===== config.mk =====
export PLATFORM = sky130hd
export DESIGN_NAME = fifo_replacement_keyed_store_flat
export DESIGN_NICKNAME = d
export VERILOG_FILES = /design/src/hw/rtl/fks_pkg.sv /design/src/hw/rtl/fks_if.sv /design/src/hw/rtl/fifo_replacement_keyed_store.sv /design/src/hw/rtl/fks_ctrl.sv /design/src/hw/rtl/fks_dp.sv /design/src/flat_wrapper.sv
export SDC_FILE = /design/constraint.sdc
export NUM_CORES = 1
export LEC_CHECK = 0
export BUFFER_PORTS_ARGS = -buffer_cell sky130_fd_sc_hd__clkbuf_2
export CAP_MARGIN = 10
export CORE_MARGIN = 2
export CORE_UTILIZATION = 36
export CTS_BUF_LIST = sky130_fd_sc_hd__clkbuf_8 sky130_fd_sc_hd__clkbuf_16
export CTS_CLUSTER_DIAMETER = 40
export DETAILED_ROUTE_END_ITERATION = 6
export GPL_TIMING_DRIVEN = 0
export MAX_ROUTING_LAYER = met4
export RECOVER_POWER = 100
export SETUP_SLACK_MARGIN = 0.3
export SYNTH_ARGS = -nofsm -noshare
export SYNTH_HDL_FRONTEND = slang
export SYNTH_HIERARCHICAL = 1
export SYNTH_SLANG_ARGS = --single-unit

===== constraint.sdc =====
create_clock -name clk -period 15.08 [get_ports clk]
set_clock_uncertainty 0.05 [all_clocks]
set_input_delay 3.77 -clock clk [delete_from_list [all_inputs] [get_ports clk]]
set_output_delay 3.77 -clock clk [all_outputs]
set_load 0.05 [all_outputs]

===== src/hw/rtl/fks_pkg.sv =====
// Shared constants and control types for the keyed store.
package fks_pkg;

  // Fixed field widths at the channel ports
  localparam int unsigned IN_KEY_W   = 32;
  localparam int unsigned IN_DATA_W  = 32;
  localparam int unsigned OUT_DATA_W = 32;

  // Default table geometry
  localparam int unsigned CAPACITY_DEF   = 16;
  localparam int unsigned KEY_BITS_DEF   = 32;
  localparam int unsigned VALUE_BITS_DEF = 32;

  // Request modes
  localparam logic MODE_LOOKUP = 1'b0;
  localparam logic MODE_STORE  = 1'b1;

  // Controller to datapath
  typedef struct packed {
    logic start;   // latch request, rewind scan
    logic scan;    // issue entry reads
    logic commit;  // update table, load result register
  } fks_cmd_t;

  // Datapath to controller
  typedef struct packed {
    logic scan_done;  // all occupied entries compared
    logic out_busy;   // result register full and not draining
  } fks_sts_t;

endpackage


===== src/hw/rtl/fks_if.sv =====
// Request and result channel interfaces.
interface fks_in_if;
  import fks_pkg::*;
  logic                 valid;
  logic                 ready;
  logic                 mode;
  logic [IN_KEY_W-1:0]  key;
  logic [IN_DATA_W-1:0] data_in;

  modport source (output valid, mode, key, data_in, input ready);
  modport sink   (input valid, mode, key, data_in, output ready);
endinterface

interface fks_out_if;
  import fks_pkg::*;
  logic                  valid;
  logic                  ready;
  logic                  hit;
  logic [OUT_DATA_W-1:0] data_out;
  logic                  evicted;

  modport source (output valid, hit, data_out, evicted, input ready);
  modport sink   (input valid, hit, data_out, evicted, output ready);
endinterface


===== src/hw/rtl/fifo_replacement_keyed_store.sv =====
// Top level of the fully associative keyed store with FIFO replacement.
// Each request scans every occupied slot before its result is loaded into the output register.
// A new request is taken only once the previous one has committed; the single
//   read port of the key/value memories scans one occupied slot per cycle.
// The next request is taken while a finished result waits in the output register.
// Reset (rst_n low, synchronous): table empty, oldest pointer zero, no result pending.
module fifo_replacement_keyed_store #(
  parameter int unsigned CAPACITY   = fks_pkg::CAPACITY_DEF,
  parameter int unsigned KEY_BITS   = fks_pkg::KEY_BITS_DEF,
  parameter int unsigned VALUE_BITS = fks_pkg::VALUE_BITS_DEF
) (
  input  logic      clk,
  input  logic      rst_n,
  fks_in_if.sink    in_ch,
  fks_out_if.source out_ch
);
  import fks_pkg::*;

  // Command/status bundle between sequencer and datapath
  fks_cmd_t cmd;
  fks_sts_t sts;

  // Sequencer: idle (ready) -> scan all occupied slots -> commit update and result.
  // Commit stalls only while the previous result has not been transferred.
  fks_ctrl u_ctrl (
    .clk      (clk),
    .rst_n    (rst_n),
    .in_valid (in_ch.valid),
    .in_ready (in_ch.ready),
    .sts      (sts),
    .cmd      (cmd)
  );

  // Datapath: scan reads slots oldest-first with registered memory reads,
  // compares keys in the cycle after each read, then on a store overwrites in
  // place, appends at the tail, or replaces the oldest entry when the table is full.
  fks_dp #(
    .CAPACITY   (CAPACITY),
    .KEY_BITS   (KEY_BITS),
    .VALUE_BITS (VALUE_BITS)
  ) u_dp (
    .clk         (clk),
    .rst_n       (rst_n),
    .cmd         (cmd),
    .sts         (sts),
    .req_mode    (in_ch.mode),
    .req_key     (in_ch.key),
    .req_data    (in_ch.data_in),
    .res_valid   (out_ch.valid),
    .res_ready   (out_ch.ready),
    .res_hit     (out_ch.hit),
    .res_data    (out_ch.data_out),
    .res_evicted (out_ch.evicted)
  );

endmodule


===== src/hw/rtl/fks_ctrl.sv =====
// Sequencing state machine: accept, scan, commit.
module fks_ctrl (
  input  logic               clk,
  input  logic               rst_n,
  input  logic               in_valid,
  output logic               in_ready,
  input  fks_pkg::fks_sts_t  sts,
  output fks_pkg::fks_cmd_t  cmd
);
  import fks_pkg::*;

  localparam logic [1:0] S_IDLE   = 2'd0;
  localparam logic [1:0] S_SCAN   = 2'd1;
  localparam logic [1:0] S_COMMIT = 2'd2;

  logic [1:0] state_r, state_nxt;

  always_comb begin
    state_nxt = state_r;
    unique case (state_r)
      S_IDLE: begin
        if (in_valid) state_nxt = S_SCAN;
      end
      S_SCAN: begin
        if (sts.scan_done) state_nxt = S_COMMIT;
      end
      S_COMMIT: begin
        if (!sts.out_busy) state_nxt = S_IDLE;
      end
      default: state_nxt = S_IDLE;
    endcase
  end

  always_ff @(posedge clk) begin
    if (!rst_n) state_r <= S_IDLE;
    else        state_r <= state_nxt;
  end

  assign in_ready   = (state_r == S_IDLE);
  assign cmd.start  = (state_r == S_IDLE) && in_valid;
  assign cmd.scan   = (state_r == S_SCAN);
  assign cmd.commit = (state_r == S_COMMIT) && !sts.out_busy;

endmodule


===== src/hw/rtl/fks_dp.sv =====
// Table memories, scan pointer, match capture, FIFO pointers and result register.
module fks_dp #(
  parameter int unsigned CAPACITY   = fks_pkg::CAPACITY_DEF,
  parameter int unsigned KEY_BITS   = fks_pkg::KEY_BITS_DEF,
  parameter int unsigned VALUE_BITS = fks_pkg::VALUE_BITS_DEF
) (
  input  logic                              clk,
  input  logic                              rst_n,
  input  fks_pkg::fks_cmd_t                 cmd,
  output fks_pkg::fks_sts_t                 sts,
  input  logic                              req_mode,
  input  logic [fks_pkg::IN_KEY_W-1:0]      req_key,
  input  logic [fks_pkg::IN_DATA_W-1:0]     req_data,
  output logic                              res_valid,
  input  logic                              res_ready,
  output logic                              res_hit,
  output logic [fks_pkg::OUT_DATA_W-1:0]    res_data,
  output logic                              res_evicted
);
  import fks_pkg::*;

  localparam int unsigned IDX_W = (CAPACITY > 1) ? $clog2(CAPACITY) : 1;
  localparam int unsigned CNT_W = $clog2(CAPACITY + 1);
  localparam logic [IDX_W-1:0] LAST_IDX = IDX_W'(CAPACITY - 1);
  localparam logic [CNT_W-1:0] FULL_CNT = CNT_W'(CAPACITY);

  function automatic logic [IDX_W-1:0] wrap_inc(input logic [IDX_W-1:0] a);
    return (a == LAST_IDX) ? '0 : a + 1'b1;
  endfunction

  // Table storage, reset undefined; only reads of occupied slots are compared
  logic [KEY_BITS-1:0]   key_mem [CAPACITY];
  logic [VALUE_BITS-1:0] val_mem [CAPACITY];
  logic [KEY_BITS-1:0]   key_rd_r;
  logic [VALUE_BITS-1:0] val_rd_r;

  // Latched request
  logic                  mode_r;
  logic [KEY_BITS-1:0]   key_r;
  logic [VALUE_BITS-1:0] data_r;

  // Scan and match
  logic [IDX_W-1:0]      scan_addr_r;
  logic [CNT_W-1:0]      scan_cnt_r;
  logic                  rd_valid_r;
  logic [IDX_W-1:0]      rd_addr_r;
  logic                  found_r;
  logic [IDX_W-1:0]      found_slot_r;
  logic [VALUE_BITS-1:0] found_val_r;

  // FIFO bookkeeping
  logic [IDX_W-1:0]      oldest_r;
  logic [CNT_W-1:0]      occ_r;

  // Result register
  logic                  out_valid_r;
  logic                  out_hit_r;
  logic [OUT_DATA_W-1:0] out_data_r;
  logic                  out_evicted_r;

  logic             issue;
  logic             full;
  logic             is_store;
  logic             key_we;
  logic             val_we;
  logic [IDX_W-1:0] val_waddr;

  assign issue     = cmd.scan && (scan_cnt_r < occ_r);
  assign full      = (occ_r == FULL_CNT);
  assign is_store  = (mode_r == MODE_STORE);
  assign key_we    = cmd.commit && is_store && !found_r;
  assign val_we    = cmd.commit && is_store;
  // after a full scan the pointer sits on the tail, which is the oldest slot when full
  assign val_waddr = found_r ? found_slot_r : scan_addr_r;

  always_ff @(posedge clk) begin
    if (key_we) key_mem[scan_addr_r] <= key_r;
    if (val_we) val_mem[val_waddr]   <= data_r;
    key_rd_r <= key_mem[scan_addr_r];
    val_rd_r <= val_mem[scan_addr_r];
  end

  always_ff @(posedge clk) begin
    if (cmd.start) begin
      mode_r <= req_mode;
      key_r  <= KEY_BITS'(req_key);
      data_r <= VALUE_BITS'(req_data);
    end
    if (rd_valid_r && !found_r && (key_rd_r == key_r)) begin
      found_slot_r <= rd_addr_r;
      found_val_r  <= val_rd_r;
    end
    if (issue) rd_addr_r <= scan_addr_r;
    if (cmd.commit) begin
      out_hit_r     <= found_r;
      out_data_r    <= (!is_store && found_r) ? OUT_DATA_W'(found_val_r) : '0;
      out_evicted_r <= is_store && !found_r && full;
    end
  end

  always_ff @(posedge clk) begin
    if (!rst_n) begin
      scan_addr_r <= '0;
      scan_cnt_r  <= '0;
      rd_valid_r  <= 1'b0;
      found_r     <= 1'b0;
      oldest_r    <= '0;
      occ_r       <= '0;
      out_valid_r <= 1'b0;
    end else begin
      rd_valid_r <= issue;
      if (cmd.start) begin
        scan_addr_r <= oldest_r;
        scan_cnt_r  <= '0;
        found_r     <= 1'b0;
      end else if (issue) begin
        scan_addr_r <= wrap_inc(scan_addr_r);
        scan_cnt_r  <= scan_cnt_r + 1'b1;
      end
      if (rd_valid_r && (key_rd_r == key_r)) found_r <= 1'b1;
      if (key_we) begin
        if (full) oldest_r <= wrap_inc(oldest_r);
        else      occ_r    <= occ_r + 1'b1;
      end
      if (cmd.commit)     out_valid_r <= 1'b1;
      else if (res_ready) out_valid_r <= 1'b0;
    end
  end

  assign sts.scan_done = (scan_cnt_r == occ_r) && !rd_valid_r;
  assign sts.out_busy  = out_valid_r && !res_ready;

  assign res_valid   = out_valid_r;
  assign res_hit     = out_hit_r;
  assign res_data    = out_data_r;
  assign res_evicted = out_evicted_r;

  a_occ_bound: assert property (@(posedge clk) disable iff (!rst_n)
    occ_r <= FULL_CNT) else $error("occupancy above capacity");

  a_scan_bound: assert property (@(posedge clk) disable iff (!rst_n)
    scan_cnt_r <= occ_r) else $error("scan ran past occupancy");

  a_evict_full: assert property (@(posedge clk) disable iff (!rst_n)
    (key_we && full) |=> (occ_r == FULL_CNT)) else $error("eviction left table short");

  a_evict_miss: assert property (@(posedge clk) disable iff (!rst_n)
    out_valid_r && out_evicted_r |-> !out_hit_r) else $error("eviction on a hit");

  a_data_hit: assert property (@(posedge clk) disable iff (!rst_n)
    out_valid_r && !out_hit_r |-> (out_data_r == '0)) else $error("data on a miss");

endmodule


===== src/flat_wrapper.sv =====
// flat-port wrapper written by rule: the top's interface ports become plain ports
module fifo_replacement_keyed_store_flat import fks_pkg::*;
#(
  parameter int unsigned CAPACITY   = fks_pkg::CAPACITY_DEF,
  parameter int unsigned KEY_BITS   = fks_pkg::KEY_BITS_DEF,
  parameter int unsigned VALUE_BITS = fks_pkg::VALUE_BITS_DEF
)
  (clk, rst_n, in_ch_valid, in_ch_mode, in_ch_key, in_ch_data_in, in_ch_ready, out_ch_valid, out_ch_hit, out_ch_data_out, out_ch_evicted, out_ch_ready);
  fks_in_if in_ch_i ();
  fks_out_if out_ch_i ();
  input  logic clk;
  input  logic rst_n;
  input wire logic [$bits(in_ch_i.valid)-1:0] in_ch_valid;
  input wire logic [$bits(in_ch_i.mode)-1:0] in_ch_mode;
  input wire logic [$bits(in_ch_i.key)-1:0] in_ch_key;
  input wire logic [$bits(in_ch_i.data_in)-1:0] in_ch_data_in;
  output wire logic [$bits(in_ch_i.ready)-1:0] in_ch_ready;
  output wire logic [$bits(out_ch_i.valid)-1:0] out_ch_valid;
  output wire logic [$bits(out_ch_i.hit)-1:0] out_ch_hit;
  output wire logic [$bits(out_ch_i.data_out)-1:0] out_ch_data_out;
  output wire logic [$bits(out_ch_i.evicted)-1:0] out_ch_evicted;
  input wire logic [$bits(out_ch_i.ready)-1:0] out_ch_ready;
  assign in_ch_i.valid = in_ch_valid;
  assign in_ch_i.mode = in_ch_mode;
  assign in_ch_i.key = in_ch_key;
  assign in_ch_i.data_in = in_ch_data_in;
  assign in_ch_ready = in_ch_i.ready;
  assign out_ch_valid = out_ch_i.valid;
  assign out_ch_hit = out_ch_i.hit;
  assign out_ch_data_out = out_ch_i.data_out;
  assign out_ch_evicted = out_ch_i.evicted;
  assign out_ch_i.ready = out_ch_ready;
  fifo_replacement_keyed_store #(.CAPACITY(CAPACITY), .KEY_BITS(KEY_BITS), .VALUE_BITS(VALUE_BITS)) u_core (.clk(clk), .rst_n(rst_n), .in_ch(in_ch_i), .out_ch(out_ch_i));
endmodule

# == Yosys cells after proc, flatten, opt, wreduce, memory -nomap -nowiden ==
# Memories as Yosys holds them, arrays and structs flattened. A register that Yosys moved wholly into a read port is not among the register bits.
# Index checks and enable logic that the tools add are counted.
# totals
elab_cells,79
output_inout_bits,36
ram_bits,1024
reg_bits,162
mem_count,2
in_bits,69
# mem_list
name,words,word_bits,rd,rd_clocked_by_memory_dff,wr,line_no,text
u_core.u_dp.key_mem,16,32,1,1,1,fks_dp.sv:32,logic [KEY_BITS-1:0] key_mem [CAPACITY];
u_core.u_dp.val_mem,16,32,1,1,1,fks_dp.sv:33,logic [VALUE_BITS-1:0] val_mem [CAPACITY];
# classes
reduce_logical,26
n_mux,17
order_cmp,1
add_sub_neg,4
n_eq_ne,10
bitwise_logic,2
# ops
cell,count
== test 32 bit,1
two-way mux 4 bit,5
logical AND 1 bit,13
"adder 5 x 1 -> 5 bit, second input constant",2
"adder 4 x 1 -> 4 bit, second input constant",2
"== test 4 bit, second input constant",2
two-way mux 1 bit,8
two-way mux 2 bit,3
case mux 2 bit (3 select lines),1
nonzero test 2 bit,3
== test 5 bit,1
"== test 5 bit, second input constant",1
logical NOT 1 bit,5
less-than comparator 5 bit,1
"inequality test 2 bit, second input constant",2
AND reduction 2 bit,2
AND reduction 3 bit,1
"== test 2 x 1 -> 1 bit, second input constant",1
"== test 2 bit, second input constant",1
logical NOT 2 bit,1
"inequality test 2 x 1 -> 1 bit, second input constant",1
NOT 1 bit,2
OR reduction 2 bit,1

# == Longest topological paths before layout ==
# Gate-level depths: netlist of the first run.
# depth
word_depth,8
ltp_mapped,8
ltp_nobuf,7

# == Cells and area by module ==
# Netlist of the first run, hierarchy kept.
# modules_own_cells
module,instances,seq_area_each_um2,cells_per_inst,area_per_inst_um2
fks_dp,1,36625.1,1885,45845.2
fks_ctrl,1,40.0,14,108.9

# == Worst setup path before layout of the first run ==
# Ideal clock, no wire load.
# synth_path
kind,input to register
from,input port out_ch_ready
to,memory u_core/u_dp/key_mem[3][0] in the netlist's numbering (enable)
setup_time_ns,0.461
t_required_ns,14.569
arrival_time_ns,8.429
cell_stages,6
path_slack_ns,6.140
n_path_buf,0
cell_sequence,nor2b_1 -> nor2_1 -> nand2_1 -> nor2_1 -> nand2_1 -> nor3_1
# synth_rtl
element,line_no,text
"start, declared",flat_wrapper.sv:22,input wire logic [$bits(out_ch_i.ready)-1:0] out_ch_ready;
"end, declared",fks_dp.sv:32,

==> impl_metrics.yaml, run 1 <==
outcome:
  status: "complete, but fails checks"
  violations: "capacitance limit, slew limit"
pwr:
  p_clk_frac: 0.453
  peakVddDrop_v: 0.000117
  p_comb_frac: 0.049
  intPower_uw: 6180
  pwr_density_cell_nw_per_um2: 147
  seqPwrFrac: 0.498
  swShare: 0.220
  p_leak_uw: 0.0166
  p_sw_uw: 1740
routing:
  first_pass_iters: 5
  routedWlPerCell_um: 27.0
  vias: 21000
  drt-initial-drc-count: 2406
  wl_um: 108000
  detail-route-antenna-nets: 0
  drc: 0
  vias_per_cell: 5.25
floorplan:
  start_util: 0.361
  die_w_um: 361
  io_pins: 105
  fp.dieArea_um2: 131000
  rows: 131
  die_y_um: 361
  core_area_um2: 127000
critical_path:
  cp.required_ns: 15.35
  startpoint: "out_ch_ready"
  worstReg2RegEnd: "u_core/u_dp/key_mem[11][21]"
  critPathKind: "input pin to flop"
  crit_arrival_ns: 10.60
  startpoint_type: "input pin"
  crit_top_cell: "nor2_1"
  max_stage_delay_ns: 1.50
  critical_path.max_fanout: 23
  slowest_stage: "clkbuf_1"
  cp_cell_sequence: "clkbuf_2, nor2b_1, nor2_1, clkbuf_1, nand2_1, nor2_1, nand2_1, nor2_1, clkbuf_1"
  worstRegToRegCells: 8
  endpoint_kind: "flop"
  r2r-start: "u_core/u_ctrl/state_r[0]"
  r2r_slack_ns: 7.39
clocking:
  cts_buffers: 149
  cts_resized: 0
  cts_tree: "built"
  htree_levels: 4
  holdBufCountCts: 0
  clk_pin_slew_ns: 0.05
  clkLatencyLatePin_ns: 0.76
  cts_buffer_depth: 3
  postCtsSetupBuffers: 0
  cts_sinks: 1250
  root_buffer: "clkbuf_16"
layout:
  stdcell_count: 4004
  fin_nets: 2294
  multi_input_comb_area_um2: 8750
  utilization: 0.424
  area_growth_pct: 17.2
  drive_gt1_frac: 0.272
  register_area_um2: 36700
  nFillCells: 10900
timing:
  hold_viol_final: 0
  tns_ns: 0
  setup_slack_ns: 4.75
  fin_crit_sh: 0.685
  setup_viol: 0
  drv_slew: 655
  period_needed_ns: 10.33
  fmax_mhz: 96.8
  whs_ns: 0.350
  timing.slew.headroom: -1.23
  worst_slew_pin_slew_ns: 3.35
  rsz0062_at_grt: "false"
synthesis:
  syn_area_um2: 46000
  syn_inst: 1899
  yosysUniqueCellTypes: 44
  synth_edf_count: 1163
  ys_seq_elements: 1250
  yosysWarnings: 6
  syn_area_per_cell_um2: 24.2
  synth_seq_area_share: 0.798
  syn_nets: 1981
  async_flop_share: 0
  yosys_most_used_dff: "edfxtp_1"
place:
  place.gp.congestion: 0.784
  dp_hpwl_um: 67100
  dp_cells: 3722
  io_buffers: 104
  pre_cts_slack_ns: 7.69
global_route:
  globalRouteOverflowTotal: 0
  grt_use_total: 0.172
  grt_pass1_wl_um: 155000
  antenna_found_initial: 2
  grt_max_degree: 40
  grt_pass1_vias: 22000
worst_hold_path:
  hold_path_class: "flop to flop"
  min-delay-start: "u_core/u_dp/val_rd_r[5]"
  whs_endpoint: "u_core/u_dp/found_val_r[5]"
  hold_depth: 0
job:
  cap_violations: 36
==> layer usage <==
metal,GRT usage,routed length (µm),up-vias,share of wire
met4,0.0566,2920,0,0.027
li1,-,-,8690,-
met5,-,0,-,0
met1,0.219,43400,11200,0.40
met3,0.0479,9460,202,0.087
met2,0.269,52400,883,0.48
==> worst max-delay path by stage <==
stage,to,cells past startpoint
after CTS,u_core/u_dp/key_mem[3][19],11
after global placement,u_core/u_dp/key_mem[0][13],7
after detailed placement,u_core/u_dp/key_mem[3][13],11
after global routing,u_core/u_dp/key_mem[5][23],9
final,u_core/u_dp/key_mem[11][21],9
after floorplan,u_core/u_dp/key_mem[3][0],6
==> synthesized netlist by cell type (5+ instances only) <==
master	instances	area (µm²)
edfxtp_1	1163	34900
mux4_2	320	7210
dfxtp_1	87	1740
nor2_1	43	161
xnor2_1	41	359
and2_1	39	244
clkbuf_1	34	128
buf_6	21	236
nand2_1	17	63.8
buf_1	16	60.1
ha_1	13	163
nand4_1	13	81.3
buf_2	11	55.1
inv_1	10	37.5
mux2i_1	8	80.1
nor2b_1	7	43.8
nor3_1	6	30.0
nand3_1	5	25.0
==> stage by stage <==
stage               instance area (µm²)  total power [µW]
detailed placement                50000              4420
global placement                  48600              4400
floorplan                         46000              4250
CTS                               55100              8010
finish                            53900              7920
global route                      53900              8170
==> layout by cell type (no fill, tap or decap), types with 4 or more instances in the layout <==
master,synthesis,routed
edfxtp_1,1163,1163
mux4_2,320,320
clkbuf_1,34,157
clkbuf_16,0,151
dfxtp_1,87,87
nor2_1,43,43
xnor2_1,41,41
inv_1,10,36
clkbuf_2,0,34
and2_0,0,31
inv_6,0,22
buf_6,21,21
nand2_1,17,17
buf_1,16,16
clkinv_2,0,14
bufinv_16,0,13
nand4_1,13,13
ha_1,13,13
clkinvlp_4,0,12
clkinv_1,0,11
clkinv_4,0,10
buf_2,11,10
mux2i_1,8,8
and2_1,39,8
clkbuf_8,0,7
clkinv_8,0,7
nor2b_1,7,7
nor3_1,6,6
o21ai_0,3,5
nand3_1,5,5
a21oi_1,3,4
a211oi_1,4,4
==> power by group through the flow <==
stage | Combinational, µW | Clock [µW] | Sequential (µW)
6_report | 389 | 3590 | 3940
5_1_grt | 413 | 3810 | 3950
2_1_floorplan | 255 | 0 | 4000
3_3_place_gp | 391 | 0 | 4010
4_1_cts | 408 | 3670 | 3940
3_5_place_dp | 406 | 0 | 4010
==> worst max-delay path: cells and delay by family <==
kind          cells  cell delay (ns)
simple gates      6             3.72
buf+inv           3             3.06
==> cell type report <==
class | instances | share of cell area
repair buffers | 162 | 0.0138
diodes | 1 | 0.0000465
inverters | 12 | 0.000836
clock inverters | 122 | 0.0226
well taps | 1662 | 0.0386
clock buffers | 158 | 0.0719
plain buffers | 83 | 0.00901
multi-input cells | 554 | 0.162
flip-flops and latches | 1250 | 0.681
==> kinds of logic after synthesis <==
group,count (synthesis),synth area share
buffers and inverters,95,0.0116
AO/OA/AOI/OAI,28,0.00417
XOR/XNOR,41,0.00781
flip-flops,1250,0.798
adder cells (fa/ha/maj),13,0.00354
multiplexers,328,0.159
AND/OR/NAND/NOR,144,0.0165
==> state kept, by name, indices dropped and copies added (netlist names), 2 cells and up <==
register and flops:
u_core/u_dp/scan_cnt_r 5, u_core/u_dp/res_data 32, u_core/u_dp/rd_addr_r 4, u_core/u_dp/key_mem 512
u_core/u_dp/scan_addr_r 4, u_core/u_dp/key_r 32, u_core/u_dp/oldest_r 4, u_core/u_dp/found_val_r 32
u_core/u_dp/key_rd_r 32, u_core/u_ctrl/state_r 2, u_core/u_dp/val_mem 512, u_core/u_dp/occ_r 5
u_core/u_dp/val_rd_r 32, u_core/u_dp/found_slot_r 4, u_core/u_dp/data_r 32
No activity file was read; power rests on OpenSTA's default activity.
==> inputs of run 2 (changes only) <==
clock period = 9.4 ns   (was 15.08 ns; I/O delays follow)
==> run 2 against run 1 <==
Against the previous run: the flow still finishes with violations (capacitance limit, slew limit); sequential power up 60%; die area unchanged; critical path depth up 2; wire length about the same; non-clock buffer count unchanged; flip-flop and latch count unchanged; sequential share of layout area down 0.56 points; hold slack about the same; critical endpoint is now u_core/u_dp/key_mem[3][19]; largest power group unchanged.
==> impl_metrics.yaml, run 2 (same netlist as run 1, synthesis figures left out) <==
clocking:
  holdBufCountCts: 0
  cts_sinks: 1250
  postCtsSetupBuffers: 0
  cts_buffer_depth: 3
  cts_resized: 0
  htree_levels: 4
  clk_pin_slew_ns: 0.06
  root_buffer: "clkbuf_16"
  clkLatencyLatePin_ns: 0.75
  cts_buffers: 149
  cts_tree: "built"
place:
  place.gp.congestion: 0.784
  io_buffers: 104
  dp_hpwl_um: 67100
layout:
  utilization: 0.427
  area_growth_pct: 18.2
  reg_top3: "u_core/u_dp/key_mem: 512 flops, u_core/u_dp/val_mem: 512 flops"
  diodes: 0
  drive_gt1_frac: 0.283
  final_common_cell: "edfxtp_1"
  final_cell_mix: "1163 x edfxtp_1, 320 x mux4_2, 151 x clkbuf_16, 131 x clkbuf_1, 87 x dfxtp_1"
  fin_nets: 2294
routing:
  first_pass_iters: 5
  detail-route-antenna-nets: 0
  vias_per_cell: 5.24
  vias: 21000
  drt-initial-drc-count: 2338
  drc: 0
  routedWlPerCell_um: 27.0
  wl_um: 108000
timing:
  fmax_mhz: 143
  rsz0062_at_grt: "false"
  setup_viol: 0
  period_needed_ns: 6.99
  fin_crit_sh: 0.744
  tns_ns: 0
  hold_viol_final: 0
  worst_slew_pin_slew_ns: 3.32
  drv_slew: 363
  timing.slew.headroom: -1.21
critical_path:
  crit_arrival_ns: 7.37
  startpoint_type: "input pin"
  cp.required_ns: 9.78
  critical_path.max_fanout: 23
  critPathKind: "input pin to flop"
  endpoint_kind: "flop"
floorplan:
  rows: 131
  io_pins: 105
  core_area_um2: 127000
  fp.dieArea_um2: 131000
  die_y_um: 361
  die_w_um: 361
  start_util: 0.361
job:
  cap_violations: 24
global_route:
  grt_pass1_wl_um: 155000
  antenna_found_initial: 2
  globalRouteOverflowTotal: 0
  grt_max_degree: 40
  grt_pass1_vias: 22000
  grt_use_total: 0.172
pwr:
  p_leak_uw: 0.0168
  peakVddDrop_v: 0.000187
  pwr_density_cell_nw_per_um2: 234
worst_hold_path:
  hold_path_class: "flop to flop"
outcome:
  status: "complete, but fails checks"
  violations: "capacitance limit, slew limit"
## run 2: changes by cell type in the layout (fill, tap and decap cells not counted), sizes merged
cell and change:
buf +26, clkbuf -26, diode -1
## run 2: layout make-up
cell class	count	area, µm²
plain buffers	83	485
clock buffers	158	3870
repair buffers	162	1190
inverters	12	45.0
well taps	1662	2080
flip-flops and latches	1250	36700
fillers	10800	72900
clock inverters	122	1220
multi-input cells	554	8750
## run 2: metal layers
| layer | global-route usage | wire length (µm) |
|---|---|---|
| met3 | 0.0479 | 9540 |
| met5 | - | 0 |
| met2 | 0.269 | 52100 |
| met1 | 0.219 | 43600 |
| met4 | 0.0566 | 3040 |
## run 2: final timing paths
kind	from	endpoint	slack [ns]	depth (start not counted)
hold / removal	u_core/u_dp/val_rd_r[31]	u_core/u_dp/found_val_r[31]	0.35	0
hold reg to reg	u_core/u_dp/val_rd_r[31]	u_core/u_dp/found_val_r[31]	0.35	0
setup reg to reg	u_core/u_dp/scan_addr_r[1]	u_core/u_dp/val_mem[3][24]	3.50	8
setup / recovery	out_ch_ready	u_core/u_dp/key_mem[3][19]	2.41	11
## run 2: where the power goes
part	internal, µW	leakage (µW)	switching (µW)
logic	289	0.00297	339
registers	6210	0.0112	112
clock network	3410	0.00256	2350
## run 2: worst max-delay path, cell delays in order
cell      delay (ns)
clkbuf_2        0.07
nor2b_1         0.06
nor2_1          1.34
buf_12          0.32
nand2_1         0.17
nor2_1          0.41
nand2_1         0.21
nor3_1          0.91
clkbuf_1        0.55
clkbuf_1        0.59
buf_4           0.34
## run 2: per-stage QoR
step	hold slack (ns)	total power [µW]	instances	area, µm²	setup WS (ns)
after floorplan	0.336	6820	1899	46000	1.88
after global placement	0.337	7050	3665	48600	-3.34
after detailed placement	0.341	7090	3722	50000	3.43
after CTS	0.352	12900	4002	55100	4.21
after global routing	0.360	13100	4003	54300	2.00
final	0.350	12700	4003	54300	2.41
